**config.mk**
```make
export PLATFORM = sky130hd
export DESIGN_NAME = wav_data_chunk_locator_top_flat
export DESIGN_NICKNAME = d
export VERILOG_FILES = /design/src/wdcl_pkg.sv /design/src/wdcl_if.sv /design/src/wdcl_in_stage.sv /design/src/wdcl_parser.sv /design/src/wdcl_out_stage.sv /design/src/wav_data_chunk_locator_top.sv /design/src/flat_wrapper.sv
export SDC_FILE = /design/constraint.sdc
export NUM_CORES = 1
export LEC_CHECK = 0
export BUFFER_PORTS_ARGS = -buffer_cell sky130_fd_sc_hd__buf_2
export CAP_MARGIN = 20
export CORE_ASPECT_RATIO = 2
export CORE_MARGIN = 2
export CORE_UTILIZATION = 51
export CTS_BUF_LIST = sky130_fd_sc_hd__clkbuf_4 sky130_fd_sc_hd__clkbuf_8
export CTS_CLUSTER_SIZE = 30
export DETAILED_ROUTE_END_ITERATION = 8
export GPL_TIMING_DRIVEN = 0
export PLACE_DENSITY = 0.67
export SYNTH_ARGS = -nofsm -noshare
export SYNTH_HDL_FRONTEND = slang
export SYNTH_SLANG_ARGS = --single-unit
```
**constraint.sdc**
```tcl
create_clock -name i_clk -period 10.4 [get_ports i_clk]
set_clock_uncertainty 0.05 [all_clocks]
set_input_delay 0 -clock i_clk [delete_from_list [all_inputs] [get_ports i_clk]]
set_output_delay 0 -clock i_clk [all_outputs]
set_load 0.01 [all_outputs]
```
**src/wdcl_pkg.sv**
```systemverilog
// Package for the WAV data chunk locator.
// Word and result structs, status codes, tag constants and a tag byte helper.
// No dependencies.
package wdcl_pkg;

    localparam logic [31:0] ID_RIFF      = 32'h5249_4646;
    localparam logic [31:0] ID_WAVE      = 32'h5741_5645;
    localparam logic [31:0] ID_DATA      = 32'h6461_7461;
    localparam logic [31:0] MIN_FILE_LEN = 32'd44;
    localparam logic [32:0] FIRST_CHUNK  = 33'd12;
    localparam logic [32:0] POS_MAX      = 33'h1_FFFF_FFFF;
    localparam logic [31:0] SEEN_MAX     = 32'hFFFF_FFFF;

    typedef enum logic [1:0] {
        ST_FOUND   = 2'd0,
        ST_SHORT   = 2'd1,
        ST_BAD_HDR = 2'd2,
        ST_NO_DATA = 2'd3
    } t_status;

    typedef struct packed {
        logic [7:0] file_byte;
        logic       final_byte;
    } t_item;

    typedef struct packed {
        t_status     parse_status;
        logic [31:0] pcm_offset;
        logic [31:0] pcm_length;
    } t_result;

    // byte k of a four-character tag, first character at k = 0
    function automatic logic [7:0] f_tag_byte(input logic [31:0] tag, input logic [1:0] k);
        logic [31:0] sh;
        sh = tag >> {~k, 3'b000};
        return sh[7:0];
    endfunction

endpackage

```
**src/wdcl_if.sv**
```systemverilog
// Valid/ready channel interfaces for the WAV data chunk locator.
// Input word channel and result word channel. No dependencies.
interface wdcl_in_if;
    logic       valid;
    logic       ready;
    logic [7:0] file_byte;
    logic       final_byte;

    modport source (output valid, output file_byte, output final_byte, input ready);
    modport sink   (input valid, input file_byte, input final_byte, output ready);
endinterface

interface wdcl_out_if;
    logic        valid;
    logic        ready;
    logic [1:0]  parse_status;
    logic [31:0] pcm_offset;
    logic [31:0] pcm_length;

    modport source (output valid, output parse_status, output pcm_offset,
                    output pcm_length, input ready);
    modport sink   (input valid, input parse_status, input pcm_offset,
                    input pcm_length, output ready);
endinterface

```
**src/wdcl_in_stage.sv**
```systemverilog
// Input register of the WAV data chunk locator.
// Holds one accepted word until the parser takes it. Uses wdcl_pkg.
module wdcl_in_stage (
    input  logic           i_clk,
    input  logic           i_rst_n,
    input  logic           i_valid,
    input  wdcl_pkg::t_item i_item,
    output logic           o_ready,
    input  logic           i_take,
    output logic           o_valid,
    output wdcl_pkg::t_item o_item
);
    import wdcl_pkg::*;

    logic  r_valid;
    t_item r_item;

    assign o_ready = !r_valid || i_take;
    assign o_valid = r_valid;
    assign o_item  = r_item;

    always_ff @(posedge i_clk) begin
        if (!i_rst_n) begin
            r_valid <= 1'b0;
        end else if (o_ready) begin
            r_valid <= i_valid;
        end
    end

    always_ff @(posedge i_clk) begin
        if (o_ready && i_valid) begin
            r_item <= i_item;
        end
    end

endmodule

```
**src/wdcl_parser.sv**
```systemverilog
// Parsing state of the WAV data chunk locator.
// Tag checks, chunk walk and result forming for one word. Uses wdcl_pkg.
module wdcl_parser (
    input  logic              i_clk,
    input  logic              i_rst_n,
    input  logic              i_advance,
    input  wdcl_pkg::t_item   i_item,
    output logic              o_result_valid,
    output wdcl_pkg::t_result o_result
);
    import wdcl_pkg::*;

    logic [31:0] r_bytes_seen, n_bytes_seen;
    logic [32:0] r_next, n_next;
    logic [31:0] r_id, n_id;
    logic [31:0] r_size, n_size;
    logic        r_bad, n_bad;
    logic        r_found, n_found;
    logic [31:0] r_off, n_off;
    logic [31:0] r_len, n_len;

    logic [32:0] idx33;
    logic [32:0] rel;
    logic        in_chunk;
    logic [34:0] np_sum;
    logic [34:0] np_pad;
    logic [32:0] d_bytes_seen, d_next_sum;
    t_result     res;

    assign idx33  = {1'b0, r_bytes_seen};
    assign rel    = idx33 - r_next;
    assign np_sum = {2'b00, r_next} + 35'd8 + {3'b000, n_size};
    assign np_pad = np_sum + {34'd0, np_sum[0]};
    assign d_next_sum = r_next + 33'd8;

    always_comb begin
        n_bytes_seen = r_bytes_seen;
        n_next       = r_next;
        n_id         = r_id;
        n_size       = r_size;
        n_bad        = r_bad;
        n_found      = r_found;
        n_off        = r_off;
        n_len        = r_len;
        in_chunk     = !r_found && (idx33 >= r_next);
        d_bytes_seen = 33'd0;

        if (r_bytes_seen != SEEN_MAX) begin
            if (r_bytes_seen < 32'd4 &&
                i_item.file_byte != f_tag_byte(ID_RIFF, r_bytes_seen[1:0])) begin
                n_bad = 1'b1;
            end
            if (r_bytes_seen >= 32'd8 && r_bytes_seen < 32'd12 &&
                i_item.file_byte != f_tag_byte(ID_WAVE, r_bytes_seen[1:0])) begin
                n_bad = 1'b1;
            end

            if (in_chunk && rel < 33'd8) begin
                if (!rel[2]) begin
                    n_id = {r_id[23:0], i_item.file_byte};
                end else begin
                    n_size = {i_item.file_byte, r_size[31:8]};
                    if (rel[1:0] == 2'd3) begin
                        if (r_id == ID_DATA) begin
                            n_found = 1'b1;
                            n_off   = d_next_sum[31:0];
                            n_len   = n_size;
                        end else if (np_pad > {2'b00, POS_MAX}) begin
                            n_next = POS_MAX;
                        end else begin
                            n_next = np_pad[32:0];
                        end
                    end
                end
            end

            d_bytes_seen = idx33 + 33'd1;
            n_bytes_seen = d_bytes_seen[31:0];
        end

        res.pcm_offset = 32'd0;
        res.pcm_length = 32'd0;
        if (n_bytes_seen < MIN_FILE_LEN) begin
            res.parse_status = ST_SHORT;
        end else if (n_bad) begin
            res.parse_status = ST_BAD_HDR;
        end else if (n_found) begin
            res.parse_status = ST_FOUND;
            res.pcm_offset   = n_off;
            res.pcm_length   = n_len;
        end else begin
            res.parse_status = ST_NO_DATA;
        end
    end

    assign o_result_valid = i_advance && i_item.final_byte;
    assign o_result       = res;

    always_ff @(posedge i_clk) begin
        if (!i_rst_n || (i_advance && i_item.final_byte)) begin
            r_bytes_seen <= 32'd0;
            r_next       <= FIRST_CHUNK;
            r_id         <= 32'd0;
            r_size       <= 32'd0;
            r_bad        <= 1'b0;
            r_found      <= 1'b0;
            r_off        <= 32'd0;
            r_len        <= 32'd0;
        end else if (i_advance) begin
            r_bytes_seen <= n_bytes_seen;
            r_next       <= n_next;
            r_id         <= n_id;
            r_size       <= n_size;
            r_bad        <= n_bad;
            r_found      <= n_found;
            r_off        <= n_off;
            r_len        <= n_len;
        end
    end

endmodule

```
**src/wdcl_out_stage.sv**
```systemverilog
// Result register of the WAV data chunk locator.
// Holds one result word until the sink takes it. Uses wdcl_pkg.
module wdcl_out_stage (
    input  logic              i_clk,
    input  logic              i_rst_n,
    input  logic              i_load,
    input  wdcl_pkg::t_result i_result,
    output logic              o_free,
    output logic              o_valid,
    input  logic              i_ready,
    output wdcl_pkg::t_result o_result
);
    import wdcl_pkg::*;

    logic    r_valid;
    t_result r_result;

    assign o_free   = !r_valid || i_ready;
    assign o_valid  = r_valid;
    assign o_result = r_result;

    always_ff @(posedge i_clk) begin
        if (!i_rst_n) begin
            r_valid <= 1'b0;
        end else if (o_free) begin
            r_valid <= i_load;
        end
    end

    always_ff @(posedge i_clk) begin
        if (o_free && i_load) begin
            r_result <= i_result;
        end
    end

endmodule

```
**src/wav_data_chunk_locator_top.sv**
```systemverilog
// Channel  | dir | payload                                      | handshake
// i_in     | in  | file_byte[7:0], final_byte                   | valid/ready
// o_out    | out | parse_status[1:0], pcm_offset, pcm_length    | valid/ready
//
// One word is taken every cycle unless a final word waits on a stalled result
// register; the single combinational parse step sits between the input register
// and the result register. A word is registered, then parsed while it sits in the
// input register; a final word's result is loaded into the result register at the
// same edge as the parse state moves on.
// i_rst_n is synchronous, active low; it empties both stages and sets the
// parse state to its start values. Only a final word meeting a full, stalled
// result register holds the input; ordinary words always flow.
//
// Top level of the WAV data chunk locator.
// Uses wdcl_pkg, wdcl_if, wdcl_in_stage, wdcl_parser, wdcl_out_stage.
module wav_data_chunk_locator_top (
    input  logic            i_clk,
    input  logic            i_rst_n,
    wdcl_in_if.sink         i_in,
    wdcl_out_if.source      o_out
);
    import wdcl_pkg::*;

    t_item   w_in_item;
    t_item   w_item;
    logic    w_item_valid;
    logic    w_take;
    logic    w_out_free;
    logic    w_res_valid;
    t_result w_res;
    t_result w_out_res;

    assign w_in_item.file_byte  = i_in.file_byte;
    assign w_in_item.final_byte = i_in.final_byte;

    // a word may leave the input register unless it ends a file and the
    // result register cannot take its result
    assign w_take = w_item_valid && (!w_item.final_byte || w_out_free);

    wdcl_in_stage u_in_stage (
        .i_clk   (i_clk),
        .i_rst_n (i_rst_n),
        .i_valid (i_in.valid),
        .i_item  (w_in_item),
        .o_ready (i_in.ready),
        .i_take  (w_take),
        .o_valid (w_item_valid),
        .o_item  (w_item)
    );

    // chunk walk and header checks; returns to start values after a final word
    wdcl_parser u_parser (
        .i_clk          (i_clk),
        .i_rst_n        (i_rst_n),
        .i_advance      (w_take),
        .i_item         (w_item),
        .o_result_valid (w_res_valid),
        .o_result       (w_res)
    );

    wdcl_out_stage u_out_stage (
        .i_clk    (i_clk),
        .i_rst_n  (i_rst_n),
        .i_load   (w_res_valid),
        .i_result (w_res),
        .o_free   (w_out_free),
        .o_valid  (o_out.valid),
        .i_ready  (o_out.ready),
        .o_result (w_out_res)
    );

    assign o_out.parse_status = w_out_res.parse_status;
    assign o_out.pcm_offset   = w_out_res.pcm_offset;
    assign o_out.pcm_length   = w_out_res.pcm_length;

`ifndef ASSERT_OFF
    // input held back only by a pending final word behind a stalled result
    a_stall_cause: assert property (@(posedge i_clk) disable iff (!i_rst_n)
        !i_in.ready |-> (w_item_valid && w_item.final_byte && o_out.valid && !o_out.ready))
        else $error("input stalled without a blocked final word");

    // offset and length are zero unless a data chunk was found
    a_zero_fields: assert property (@(posedge i_clk) disable iff (!i_rst_n)
        (o_out.valid && w_out_res.parse_status != ST_FOUND)
            |-> (o_out.pcm_offset == 32'd0 && o_out.pcm_length == 32'd0))
        else $error("non-zero fields on a result without data");

    // first chunk header ends at byte 20 at the earliest
    a_found_offset: assert property (@(posedge i_clk) disable iff (!i_rst_n)
        (o_out.valid && w_out_res.parse_status == ST_FOUND)
            |-> (o_out.pcm_offset >= 32'd20))
        else $error("data offset before the first chunk body");
`endif

endmodule

```
**src/flat_wrapper.sv**
```systemverilog
// flat-port wrapper written by rule: the top's interface ports become plain ports
module wav_data_chunk_locator_top_flat import wdcl_pkg::*;
  (i_clk, i_rst_n, i_in_valid, i_in_file_byte, i_in_final_byte, i_in_ready, o_out_valid, o_out_parse_status, o_out_pcm_offset, o_out_pcm_length, o_out_ready);
  wdcl_in_if i_in_i ();
  wdcl_out_if o_out_i ();
  input  logic i_clk;
  input  logic i_rst_n;
  input wire logic [$bits(i_in_i.valid)-1:0] i_in_valid;
  input wire logic [$bits(i_in_i.file_byte)-1:0] i_in_file_byte;
  input wire logic [$bits(i_in_i.final_byte)-1:0] i_in_final_byte;
  output wire logic [$bits(i_in_i.ready)-1:0] i_in_ready;
  output wire logic [$bits(o_out_i.valid)-1:0] o_out_valid;
  output wire logic [$bits(o_out_i.parse_status)-1:0] o_out_parse_status;
  output wire logic [$bits(o_out_i.pcm_offset)-1:0] o_out_pcm_offset;
  output wire logic [$bits(o_out_i.pcm_length)-1:0] o_out_pcm_length;
  input wire logic [$bits(o_out_i.ready)-1:0] o_out_ready;
  assign i_in_i.valid = i_in_valid;
  assign i_in_i.file_byte = i_in_file_byte;
  assign i_in_i.final_byte = i_in_final_byte;
  assign i_in_ready = i_in_i.ready;
  assign o_out_valid = o_out_i.valid;
  assign o_out_parse_status = o_out_i.parse_status;
  assign o_out_pcm_offset = o_out_i.pcm_offset;
  assign o_out_pcm_length = o_out_i.pcm_length;
  assign o_out_i.ready = o_out_ready;
  wav_data_chunk_locator_top u_core (.i_clk(i_clk), .i_rst_n(i_rst_n), .i_in(i_in_i), .o_out(o_out_i));
endmodule
```
; Yosys cells after proc, flatten, opt, wreduce, memory -nomap -nowiden
; Cells that the tools add are included.
[word_totals]
register_bits = 272
inputBits = 13
out_inout_bits = 68
wordCells = 85
[op_classes]
addsub = 6
n_lt_le_gt_ge = 7
n_eq_ne = 5
n_shift = 2
mux = 25
bitwise = 4
n_reduce_logical = 21
[ops]
columns = cell, count
row1 = $mux 32, 14
row2 = $shr 31x5->8 const A, 2
row3 = $add 34x32->35, 1
row4 = $add 35x1->35, 1
row5 = $gt 35x33->1 const B, 1
row6 = $add 33x4->34 const B, 1
row7 = $ge 32x33->1, 1
row8 = $lt 33x4->1 const B, 1
row9 = $mux 33, 1
row10 = $sub 32x33->33, 1
row11 = $add 32x1->32 const B, 1
row12 = $add 32x4->32 const B, 1
row13 = $eq 32x31->1 const B, 1
row14 = $ge 32x4->1 const B, 1
row15 = $lt 32x3->1 const B, 1
row16 = $lt 32x4->1 const B, 1
row17 = $lt 32x6->1 const B, 1
row18 = $ne 32x32->1 const B, 1
row19 = $ne 8x8->1, 2
row20 = $logic_and 1x1->1, 9
row21 = $mux 1, 8
row22 = $reduce_and 6->1, 1
row23 = $logic_not 1->1, 5
row24 = $logic_or 1x1->1, 4
row25 = 6 further kinds, 9

; Logic depth before layout (Yosys ltp)
; Gate-level depths: netlist of the first run.
[depth]
depth_word = 9
depth_mapped = 33
depth_no_buf = 29

; Cells and area by module
; Synthesis of the first run repeated with hierarchy kept, for this count alone.
[unflattened]
cells_unflattened = 2066
area_unflattened_um2 = 18487.7
[by_module_without_submodules]
columns = mod, instances, cells_each, area_each_um2, seq_area_each_um2
row1 = wdcl_parser, 1, 1979, 16109.2, 3903.7
row2 = wdcl_out_stage, 1, 71, 2039.5, 2001.9
row3 = wdcl_in_stage, 1, 14, 327.8, 290.3
row4 = wav_data_chunk_locator_top, 1, 2, 11.3, 0.0

; Worst setup path before layout of the first run
; Ideal clock, no wire load.
[synth_timing]
path_kind = flip-flop to flip-flop
start = register u_core.u_parser.r_bytes_seen[0]
end = register u_core.u_parser.r_next[28]
setup_ns = 0.070
arrival_ns = 7.401
required_ns = 10.280
slack_ns = 2.879
path_stages_with_launch = 33
n_path_buf = 3
period_less_slack_ns = 7.521
cell_sequence = dfxtp_1 > inv_1 > ha_1 > inv_1 > fa_1 > a21o_1 > a221o_2 > a211oi_1 > mux2i_1 > o2111a_1 > o2111ai_1 > nor4_2 > nand4_4 > nor4_4 > buf_2 > mux2_2 > ha_1 > ha_1 > inv_1 > fa_1 > nand2b_1 > a21oi_1 > o21ai_0 > and3b_1 > or3_1 > nor4b_2 > nand4_1 > o21ai_1 > mux2i_1 > and2_1 > buf_2 > buf_4 > a21oi_1
[synth_between]
elab_chain_len = 9
word_cells_on_any_way = 15
classes_between = 3 x add/sub / 3 x order compare / 2 x eq/ne / 4 x mux / 3 x reduce/logical
[synth_lines]
columns = element, line
row1 = start: declaration, wdcl_parser.sv:13  ; logic [31:0] r_bytes_seen, n_bytes_seen;
row2 = start signal: assignment, wdcl_parser.sv:110  ; r_bytes_seen <= n_bytes_seen;
row3 = $sub 32x33->33 / $ge 32x33->1 (equally long branches), "wdcl_parser.sv:31, wdcl_parser.sv:45"
row4 = $lt 33x4->1 / $logic_and 1x1->1 (equally long branches), "wdcl_parser.sv:58, wdcl_parser.sv:45"
row5 = $logic_and 1x1->1, wdcl_parser.sv:58  ; if (in_chunk && rel < 33'd8) begin
row6 = $mux 32, wdcl_parser.sv:58
row7 = $mux 32 (*), wdcl_parser.sv:48  ; if (r_bytes_seen != SEEN_MAX) begin
row8 = net u_core.u_parser.n_size[1], wdcl_parser.sv:16  ; logic [31:0] r_size, n_size;
row9 = $add 34x32->35 (*), wdcl_parser.sv:32  ; assign np_sum = {2'b00, r_next} + 35'd8 + {3'b000, n_size};
row10 = $add 35x1->35 (*), wdcl_parser.sv:33  ; assign np_pad = np_sum + {34'd0, np_sum[0]};
row11 = $gt 35x33->1, wdcl_parser.sv:68  ; end else if (np_pad > {2'b00, POS_MAX}) begin
row12 = $mux 33 (*), wdcl_parser.sv:68
row13 = end signal: assignment, wdcl_parser.sv:111  ; r_next <= n_next;
row14 = end: declaration, wdcl_parser.sv:14  ; logic [32:0] r_next, n_next;
; Mark *: on every way through the listed nets, which the timed path passes. The rest lies on a longest branch.
; A chain may end at the register's enable or synchronous reset.

; Worst setup path in the final report of the first run
[layout_timing]
start = register u_core.u_parser.r_next[19]
end = register u_core.u_parser.r_next[24]
[layout_between]
elab_chain_len = 9
word_cells_on_any_way = 13
classes_between = 4 x add/sub / 3 x order compare / 3 x mux / 3 x reduce/logical
[layout_lines]
columns = element, line
row1 = $sub 32x33->33 / $ge 32x33->1 (equally long branches), "wdcl_parser.sv:31, wdcl_parser.sv:45"
row2 = $lt 33x4->1 / $logic_and 1x1->1 (equally long branches), "wdcl_parser.sv:58, wdcl_parser.sv:45"
row3 = $logic_and 1x1->1 (*), wdcl_parser.sv:58
row4 = $mux 32 (*), wdcl_parser.sv:58
row5 = $mux 32 (*), wdcl_parser.sv:48
row6 = net u_core.u_parser.n_size[7], wdcl_parser.sv:16
row7 = $add 34x32->35 (*), wdcl_parser.sv:32
row8 = $add 35x1->35 (*), wdcl_parser.sv:33
row9 = $gt 35x33->1, wdcl_parser.sv:68
row10 = $mux 33 (*), wdcl_parser.sv:68
; Marked as above.

==> flow_metrics.py, run 1 <==
metrics = {
    "timing": {
        "slew_headroom": 0.223,
        "finalSetupViolCount": 0,
        "fin_ws_ps": 501,
        "finalSetupTns_ps": 0,
        "maxSlewViolCount": 0,
        "timing.final.crit_share": 0.952,
        "worst_pin_slew_ps": 1150,
        "max_freq_mhz": 101,
        "rsz0062_at_grt": "no",
        "hold_viol": 0,
        "final.min_clock_period_ps": 9900,
    },
    "critical_path": {
        "cp.required_ps": 10830,
        "endpoint_kind": "register",
        "critPathKind": "reg2reg",
        "timing.rr.start": "u_core.u_parser.r_next[19]$_SDFFE_PP0P_",
        "arrival_ps": 10330,
        "r2r-end": "u_core.u_parser.r_next[24]$_SDFFE_PP0P_",
        "cp_common_cell": "a21oi_1",
        "cp-start-kind": "register",
        "crit_fanout": 10,
        "critical_path.max_stage_delay_ps": 720,
        "r2r_cells": 28,
        "ff2ff_setup_slack_ps": 500,
        "slowest_stage": "a21oi_1",
        "crit_start": "u_core.u_parser.r_next[19]$_SDFFE_PP0P_",
    },
    "synth": {
        "seq_area_frac_synth": 0.336,
        "synthArstFlopShare": 0,
        "synthCells": 2117,
        "synth_nets": 2234,
        "synth.top_cell.area_share": 0.214,
        "yosysMostFrequentCell": "nand2_1",
        "synthTopCellsByCount": "nand2_1 (258), nor2_1 (219), mux2i_1 (200)",
        "synth.avg_cell_area_um2": 8.70,
        "synth_edf_count": 75,
        "synth_ff_type": "dfxtp_1",
        "synth_area_leaders": "dfxtp_1 (21%), edfxtp_1 (12%), mux2i_1 (11%)",
        "synth_seq_cells": 272,
        "syn_area_um2": 18400,
        "yosysTopAreaCell": "dfxtp_1",
        "yosysWarningCount": 0,
        "synth.distinct_cells": 98,
    },
    "floorplanning": {
        "die_x_um": 138,
        "ioPinCount": 81,
        "die_y_um": 273,
        "dieArea_um2": 37700,
        "initial_core_util": 0.516,
        "num_rows": 98,
        "core_um2": 35700,
    },
    "cells_and_area": {
        "syn2layout_area_growth_pct": 10.7,
        "final_nets": 2370,
        "drive_above_1_share": 0.118,
        "fin_area_um2": 20400,
        "instances_no_fill": 2734,
    },
    "global_route": {
        "grt_first_pass_wirelength_mm": 93.1,
        "grt_max_degree": 49,
        "antenna_found_initial": 1,
        "first_global_vias": 16477,
        "gr-total-overflow": 0,
        "grt_use_total": 0.317,
    },
    "placed_design": {
        "dp_cells": 2649,
        "dpl-instance-area_um2": 19400,
        "io_buffers": 80,
        "hpwl_mm": 49.8,
        "place.gp.congestion": 1.00,
        "post-place-ws_ps": 663,
    },
    "route": {
        "antenna_left": 0,
        "drt-wirelength-per-cell_um": 22.6,
        "drt_iter0_markers": 918,
        "drc_errors": 0,
        "num_vias": 16768,
        "totalWireLength_mm": 61.7,
        "dr.pass1.iters": 6,
        "vias_per_cell": 6.13,
    },
    "clocking": {
        "cts_tree": "yes",
        "path_clk_slew_ps": 70,
        "cts.path.max_buffers": 3,
        "post_cts_buffers": 0,
        "cts.sink_count": 272,
        "cts_max_level": 2,
        "cts_root_buf": "clkbuf_8",
        "numCtsBuffers": 39,
        "clk_latency_ps": 600,
    },
    "power": {
        "ir_drop_uv": 101,
        "power.density_nw_per_um2": 102,
        "power_mw": 2.08,
        "p_leak_nw": 8.46,
    },
    "worst_hold_path": {
        "hold_start": "i_in_file_byte[2]",
        "worstHoldPathCells": 2,
        "min_path_type": "in2reg",
        "min_to": "u_core.u_in_stage.o_item[3]$_DFFE_PP_",
    },
    "flow_run": {
        "maxCapViolCount": 0,
    },
    "outcome": {
        "run_status": "complete, no violations",
    },
}
cell families after synthesis:
group | synth area share
AOI/OAI and AO/OA | 0.145
and+or+nand+nor | 0.205
xor gates and xnor gates | 0.0639
muxes | 0.129
DFF | 0.336
adders and majority gates | 0.0715
buffers and inverters | 0.0489
area by class of cell:
| cell class | instances | area (um^2) |
|---|---|---|
| inverters | 71 | 267 |
| clock inverters | 14 | 141 |
| flip-flops and latches | 272 | 6200 |
| fillers | 3335 | 15300 |
| clock buffers | 57 | 709 |
| multi-input cells | 1656 | 11300 |
| plain buffers | 118 | 634 |
| well taps | 450 | 563 |
| repair buffers | 95 | 556 |
| diodes | 1 | 2.50 |
metrics by stage:
step / hold slack, ps / util
floorplan: 48.9 / -
global route: 74.9 / 0.572
global placement: 128 / 0.543
finish: 70.4 / 0.572
CTS: 47.1 / 0.571
detailed placement: 129 / 0.544
worst max path at each step:
stage / cells past startpoint / end / slack [ps]
2_1_floorplan: 32 / u_core.u_parser.r_next[28]$_SDFFE_PP0P_ / 2880
3_3_place_gp: 30 / u_core.u_parser.r_next[24]$_SDFFE_PP0P_ / 670
3_5_place_dp: 30 / u_core.u_parser.r_next[29]$_SDFFE_PP0P_ / 660
4_1_cts: 30 / u_core.u_parser.r_next[22]$_SDFFE_PP0P_ / 580
5_1_grt: 31 / u_core.u_parser.r_next[27]$_SDFFE_PP0P_ / 190
6_report: 28 / u_core.u_parser.r_next[24]$_SDFFE_PP0P_ / 500
power by group:
| group | switching (mW) | total [mW] | internal (mW) |
|---|---|---|---|
| logic | 0.0392 | 0.0536 | 0.0144 |
| registers | 0.00814 | 1.10 | 1.09 |
| clock network | 0.436 | 0.934 | 0.497 |
cell usage in the layout, fill, tap and decap left out, types with 19 or more instances in the layout:
cell type | netlist | routed
a211oi_1 | 21 | 20
a21o_1 | 31 | 31
a21oi_1 | 117 | 117
buf_2 | 28 | 109
clkbuf_1 | 66 | 66
clkbuf_8 | 0 | 45
dfxtp_1 | 197 | 197
edfxtp_1 | 75 | 75
ha_1 | 102 | 102
inv_1 | 71 | 70
mux2_2 | 25 | 25
mux2i_1 | 200 | 200
nand2_1 | 258 | 258
nand3_1 | 52 | 52
nand4_1 | 54 | 54
nor2_1 | 219 | 219
nor3_1 | 42 | 42
nor4_1 | 22 | 22
o21a_1 | 19 | 19
o21ai_0 | 83 | 83
xnor2_1 | 84 | 84
xor2_1 | 46 | 46
per-layer routing:
layer	up-vias	track usage	routed length, um
met1	7994	0.288	20200
met4	0	0.261	6030
li1	7886	-	-
met2	608	0.620	33200
met5	-	0	0
met3	280	0.0354	2300
worst max-delay path: cells and delay by family (launching register included):
kind	cells	cell delay, ps
AOI/OAI and AO/OA	11	4270
buffers and inverters	4	940
DFF	1	510
and+or+nand+nor	8	2210
adders and majority gates	3	1070
muxes	2	700
state kept, by name (all words and copies together), names as in the netlist, 9 cells and up:
| name | cells |
|---|---|
| u_core.u_in_stage.o_item | 9 |
| u_core.u_out_stage.o_result | 66 |
| u_core.u_parser.r_bytes_seen | 32 |
| u_core.u_parser.r_id | 32 |
| u_core.u_parser.r_len | 32 |
| u_core.u_parser.r_next | 33 |
| u_core.u_parser.r_off | 32 |
| u_core.u_parser.r_size | 32 |
what timing repair did:
| action | 4_1_cts | 5_1_grt |
|---|---|---|
| gates resized for setup | 0 | 1 |
| hold buffers | 13 | 0 |
| hold endpoints to repair | 20 | 0 |
| endpoints found under the setup margin | 0 | 5 |
Note: power is estimated with default switching activity, not from simulation.
==> run 2, diff against run 1 <==
--- a/config.mk
+++ b/config.mk
@@ -14,7 +14,7 @@
 export CTS_CLUSTER_SIZE = 30
 export DETAILED_ROUTE_END_ITERATION = 8
 export GPL_TIMING_DRIVEN = 0
-export PLACE_DENSITY = 0.67
+export PLACE_DENSITY = 0.72
 export SYNTH_ARGS = -nofsm -noshare
 export SYNTH_HDL_FRONTEND = slang
 export SYNTH_SLANG_ARGS = --single-unit
==> flow_metrics.py, run 2 (synthesized netlist as in run 1, its figures left out) <==
metrics = {
    "outcome": {
        "run_status": "complete, no violations",
    },
    "critical_path": {
        "r2r-end": "u_core.u_parser.r_next[28]$_SDFFE_PP0P_",
        "crit_start": "u_core.u_parser.r_bytes_seen[0]$_SDFFE_PP0P_",
        "crit_family": "compound AO/OA/AOI/OAI gates",
        "ff2ff_setup_slack_ps": 460,
        "critPathBufInv": 6,
        "critPathKind": "reg2reg",
        "critical_path.max_stage_delay_ps": 690,
        "cp-start-kind": "register",
        "crit_fanout": 10,
        "cp.required_ps": 10790,
        "arrival_ps": 10330,
        "r2r_cells": 31,
        "slowest_stage": "a211oi_1",
        "timing.rr.start": "u_core.u_parser.r_bytes_seen[0]$_SDFFE_PP0P_",
        "endpoint_kind": "register",
    },
    "cells_and_area": {
        "fin_util": 0.572,
        "layout_commonest_cell": "nand2_1",
        "final_cell_mix": "nand2_1 (258), nor2_1 (219), mux2i_1 (200)",
        "ff_latch_area_um2": 6200,
        "final_nets": 2373,
        "largest_reg_flops": 66,
        "drive_above_1_share": 0.118,
        "fillerInstances": 3284,
        "multi_input_area_um2": 11300,
        "syn2layout_area_growth_pct": 10.8,
    },
    "timing": {
        "rsz0062_at_grt": "no",
        "worst_pin_slew_ps": 1270,
        "hold_viol": 0,
        "final.min_clock_period_ps": 9940,
        "slew_headroom": 0.140,
        "maxSlewViolCount": 0,
        "finalSetupViolCount": 0,
        "timing.final.crit_share": 0.956,
        "holdWs_ps": 67.0,
        "finalSetupTns_ps": 0,
        "max_freq_mhz": 101,
    },
    "route": {
        "num_vias": 16994,
        "vias_per_cell": 6.21,
        "drc_errors": 0,
        "antenna_left": 0,
        "dr.pass1.iters": 7,
        "totalWireLength_mm": 61.6,
        "drt-wirelength-per-cell_um": 22.5,
        "drt_iter0_markers": 899,
    },
    "global_route": {
        "grt_use_total": 0.318,
        "grt_first_pass_wirelength_mm": 93.7,
        "grt_max_degree": 50,
        "gr-total-overflow": 0,
        "first_global_vias": 17154,
        "antenna_found_initial": 1,
    },
    "clocking": {
        "cts_tree": "yes",
        "cts_max_level": 2,
        "clk_latency_ps": 590,
        "path_clk_slew_ps": 70,
        "cts.sink_count": 272,
        "cts.path.max_buffers": 3,
        "cts_root_buf": "clkbuf_8",
        "numCtsBuffers": 40,
    },
    "floorplanning": {
        "initial_core_util": 0.516,
        "die_y_um": 273,
        "die_x_um": 138,
        "dieArea_um2": 37700,
        "core_um2": 35700,
        "ioPinCount": 81,
        "num_rows": 98,
    },
    "placed_design": {
        "place.gp.congestion": 1.02,
        "io_buffers": 80,
        "hpwl_mm": 49.2,
    },
    "power": {
        "power.density_nw_per_um2": 101,
        "ir_drop_uv": 128,
        "p_leak_nw": 8.46,
    },
    "worst_hold_path": {
        "min_to": "u_core.u_in_stage.o_item[6]$_DFFE_PP_",
        "min_path_type": "in2reg",
        "hold_start": "i_in_file_byte[5]",
        "worstHoldPathCells": 2,
    },
    "flow_run": {
        "maxCapViolCount": 0,
    },
}
run 2: report_power, final:
group | switching, mW | internal, mW | total, mW
clock | 0.440 | 0.475 | 0.915
sequential | 0.00875 | 1.09 | 1.10
combinational | 0.0398 | 0.0144 | 0.0543
run 2: worst register-to-register path: cells and delay by family (launching register included):
kind,cells,cell delay (ps)
compound gates,11,4040
buf+inv,6,1160
simple gates,7,1770
flops,1,410
fa+ha+maj,4,1260
mux,3,1090
run 2: area by class of cell:
cell class                 count  area share
antenna                        1    0.000123
multi-input combinational   1656       0.555
clock buffer                  56      0.0347
sequential                   272       0.304
tap                          450      0.0276
buffer                       118      0.0311
inverter                      71      0.0131
clock inverter                17     0.00650
timing repair buffer          97      0.0281
run 2: timing repair:
| item | 4_1_cts | 5_1_grt |
|---|---|---|
| resized for setup | 0 | 1 |
| setup buffers | 0 | 3 |
| endpoints found under the hold margin | 20 | 0 |
| endpoints found under the setup margin | 0 | 31 |
| hold buffers | 13 | 0 |
run 2: metrics by stage:
step,std cells,setup slack (ps),power (mW),cell area [um^2]
after global routing,2738,54.8,2.12,20400
after detailed placement,2648,453,1.17,19400
final,2738,459,2.07,20400
after global placement,2647,553,1.17,19400
after CTS,2734,337,2.07,20400
after floorplan,2117,2880,1.15,18400
run 2: per-layer routing:
| metal | GRT usage | wire length (um) | vias to the layer above |
|---|---|---|---|
| met5 | 0 | 0 | - |
| met1 | 0.283 | 20000 | 8101 |
| met4 | 0.305 | 6750 | 0 |
| met3 | 0.0387 | 2640 | 293 |
| li1 | - | - | 7920 |
| met2 | 0.604 | 32300 | 680 |
run 2: worst max-delay path by stage:
| stage | to | slack [ps] | cells after the start |
|---|---|---|---|
| after global routing | u_core.u_parser.r_next[28]$_SDFFE_PP0P_ | 50 | 33 |
| after CTS | u_core.u_parser.r_next[30]$_SDFFE_PP0P_ | 340 | 30 |
| after global placement | u_core.u_parser.r_next[21]$_SDFFE_PP0P_ | 550 | 30 |
| after detailed placement | u_core.u_parser.r_next[24]$_SDFFE_PP0P_ | 450 | 30 |
| after floorplan | u_core.u_parser.r_next[28]$_SDFFE_PP0P_ | 2880 | 32 |
| final | u_core.u_parser.r_next[28]$_SDFFE_PP0P_ | 460 | 31 |
==> run 3, diff against run 2 <==
==> constraint.sdc (replaced) <==
create_clock -name i_clk -period 11.6 [get_ports i_clk]
set_clock_uncertainty 0.05 [all_clocks]
set_input_delay 0 -clock i_clk [delete_from_list [all_inputs] [get_ports i_clk]]
set_output_delay 0 -clock i_clk [all_outputs]
set_load 0.05 [all_outputs]
==> flow_metrics.py, run 3 (synthesized netlist as in run 1, its figures left out) <==
metrics = {
    "clocking": {
        "cts_max_level": 2,
        "cts.sink_count": 272,
        "clk_latency_ps": 590,
        "cts_hold_buf": 13,
        "cts_tree": "yes",
        "post_cts_buffers": 0,
        "cts.path.max_buffers": 3,
        "cts_resized": 0,
        "numCtsBuffers": 40,
        "path_clk_slew_ps": 70,
        "cts_root_buf": "clkbuf_8",
    },
    "floorplanning": {
        "dieArea_um2": 37700,
        "ioPinCount": 81,
        "die_y_um": 273,
        "core_um2": 35700,
        "num_rows": 98,
        "die_x_um": 138,
        "initial_core_util": 0.516,
    },
    "route": {
        "top_layer": "met4",
        "dr.pass1.iters": 6,
        "drc_errors": 0,
        "wl_met2_mm": 32.1,
        "vias_per_cell": 6.20,
        "dr_wl_met3_mm": 2.67,
        "drt_iter0_markers": 901,
        "met1_length_mm": 20.0,
        "totalWireLength_mm": 61.6,
        "drt-wirelength-per-cell_um": 22.5,
        "num_vias": 16966,
        "antenna_left": 0,
    },
    "power": {
        "p_leak_nw": 8.45,
        "combPwrFrac": 0.028,
        "power_frac_seq": 0.529,
        "intPower_mw": 1.42,
        "p_clk_frac": 0.442,
        "power_mw": 1.86,
        "p_sw_frac": 0.239,
        "p_sw_mw": 0.445,
        "ir_drop_uv": 117,
        "power.density_nw_per_um2": 91.3,
    },
    "global_route": {
        "grt_max_degree": 50,
        "grt_first_pass_wirelength_mm": 93.7,
        "first_global_vias": 17154,
        "antenna_found_initial": 1,
        "grt_use_total": 0.318,
        "gr-total-overflow": 0,
    },
    "worst_hold_path": {
        "worstHoldPathCells": 2,
        "min_to": "u_core.u_in_stage.o_item[6]$_DFFE_PP_",
        "min_path_type": "in2reg",
        "hold_start": "i_in_file_byte[5]",
    },
    "critical_path": {
        "r2r_cells": 30,
        "crit_family": "compound AO/OA/AOI/OAI gates",
        "ff2ff_setup_slack_ps": 1470,
        "critical_path.max_stage_delay_ps": 670,
        "r2r-end": "u_core.u_parser.r_next[28]$_SDFFE_PP0P_",
        "endpoint_kind": "register",
        "crit_fanout": 10,
        "cp-start-kind": "register",
        "critPathKind": "reg2reg",
        "timing.rr.start": "u_core.u_parser.r_bytes_seen[0]$_SDFFE_PP0P_",
        "critPathBufInv": 5,
        "cp.required_ps": 11990,
        "arrival_ps": 10520,
        "slowest_stage": "a211oi_1",
    },
    "timing": {
        "finalSetupTns_ps": 0,
        "worst_pin_slew_ps": 1280,
        "slew_headroom": 0.134,
        "rsz0062_at_grt": "no",
        "maxSlewViolCount": 0,
        "final.min_clock_period_ps": 10130,
        "max_freq_mhz": 98.7,
        "hold_viol": 0,
        "finalSetupViolCount": 0,
        "timing.final.crit_share": 0.873,
    },
    "cells_and_area": {
        "syn2layout_area_growth_pct": 10.6,
        "final_nets": 2370,
        "largest_reg_flops": 66,
        "layout_commonest_cell": "nand2_1",
        "final_cell_mix": "nand2_1 (258), nor2_1 (219), mux2i_1 (200)",
        "drive_above_1_share": 0.116,
    },
    "outcome": {
        "run_status": "complete, no violations",
    },
    "flow_run": {
        "maxCapViolCount": 0,
    },
    "placed_design": {
        "place.gp.congestion": 1.02,
        "hpwl_mm": 49.2,
        "io_buffers": 80,
    },
}
## run 3: worst reg2reg max path, delay by kind of cell (launching register included)
kind / cells / cell delay [ps]
AO/OA/AOI/OAI: 11 / 4130
AND/OR/NAND/NOR: 7 / 1990
adder cells (fa/ha/maj): 4 / 1280
buffers and inverters: 5 / 1080
multiplexers: 3 / 1050
flip-flops: 1 / 420
## run 3: layout make-up
cell class                      count  area (um^2)
Tap cell                          450          563
Buffer                            118          634
Fill cell                        3290        15300
Inverter                           71          267
Multi-Input combinational cell   1656        11300
Antenna cell                        1         2.50
Timing Repair Buffer               94          551
Clock buffer                       56          708
Clock inverter                     17          133
Sequential cell                   272         6200
## run 3: layer usage
metal	GRT usage	vias up
met1	0.283	8063
met5	0	-
met3	0.0387	303
li1	-	7910
met4	0.305	0
met2	0.604	690
## run 3: power groups by stage
| stage | clock network (mW) | logic, mW | registers [mW] |
|---|---|---|---|
| finish | 0.823 | 0.0530 | 0.985 |
| CTS | 0.827 | 0.0517 | 0.984 |
| global placement | 0 | 0.0466 | 1.01 |
| global route | 0.865 | 0.0559 | 0.984 |
| floorplan | 0 | 0.0246 | 1.01 |
| detailed placement | 0 | 0.0482 | 1.01 |
## run 3: worst max-delay path by stage
stage | from | endpoint | depth (start not counted)
6_report | u_core.u_parser.r_bytes_seen[0]$_SDFFE_PP0P_ | u_core.u_parser.r_next[28]$_SDFFE_PP0P_ | 30
5_1_grt | u_core.u_parser.r_bytes_seen[0]$_SDFFE_PP0P_ | u_core.u_parser.r_next[28]$_SDFFE_PP0P_ | 31
4_1_cts | u_core.u_parser.r_bytes_seen[0]$_SDFFE_PP0P_ | u_core.u_parser.r_next[30]$_SDFFE_PP0P_ | 30
3_5_place_dp | u_core.u_parser.r_bytes_seen[0]$_SDFFE_PP0P_ | u_core.u_parser.r_next[24]$_SDFFE_PP0P_ | 30
3_3_place_gp | u_core.u_parser.r_bytes_seen[0]$_SDFFE_PP0P_ | u_core.u_parser.r_next[21]$_SDFFE_PP0P_ | 30
2_1_floorplan | u_core.u_parser.r_bytes_seen[0]$_SDFFE_PP0P_ | u_core.u_parser.r_next[28]$_SDFFE_PP0P_ | 32
## run 3: through the flow
stage,instances,utilization,setup slack [ps],hold WS [ps],area (um^2)
floorplan,2117,-,4080,48.9,18400
global placement,2647,0.543,1750,130,19400
detailed placement,2648,0.544,1650,128,19400
CTS,2734,0.571,1540,61.9,20400
global route,2735,0.571,980,68.6,20400
finish,2735,0.571,1470,68.4,20400
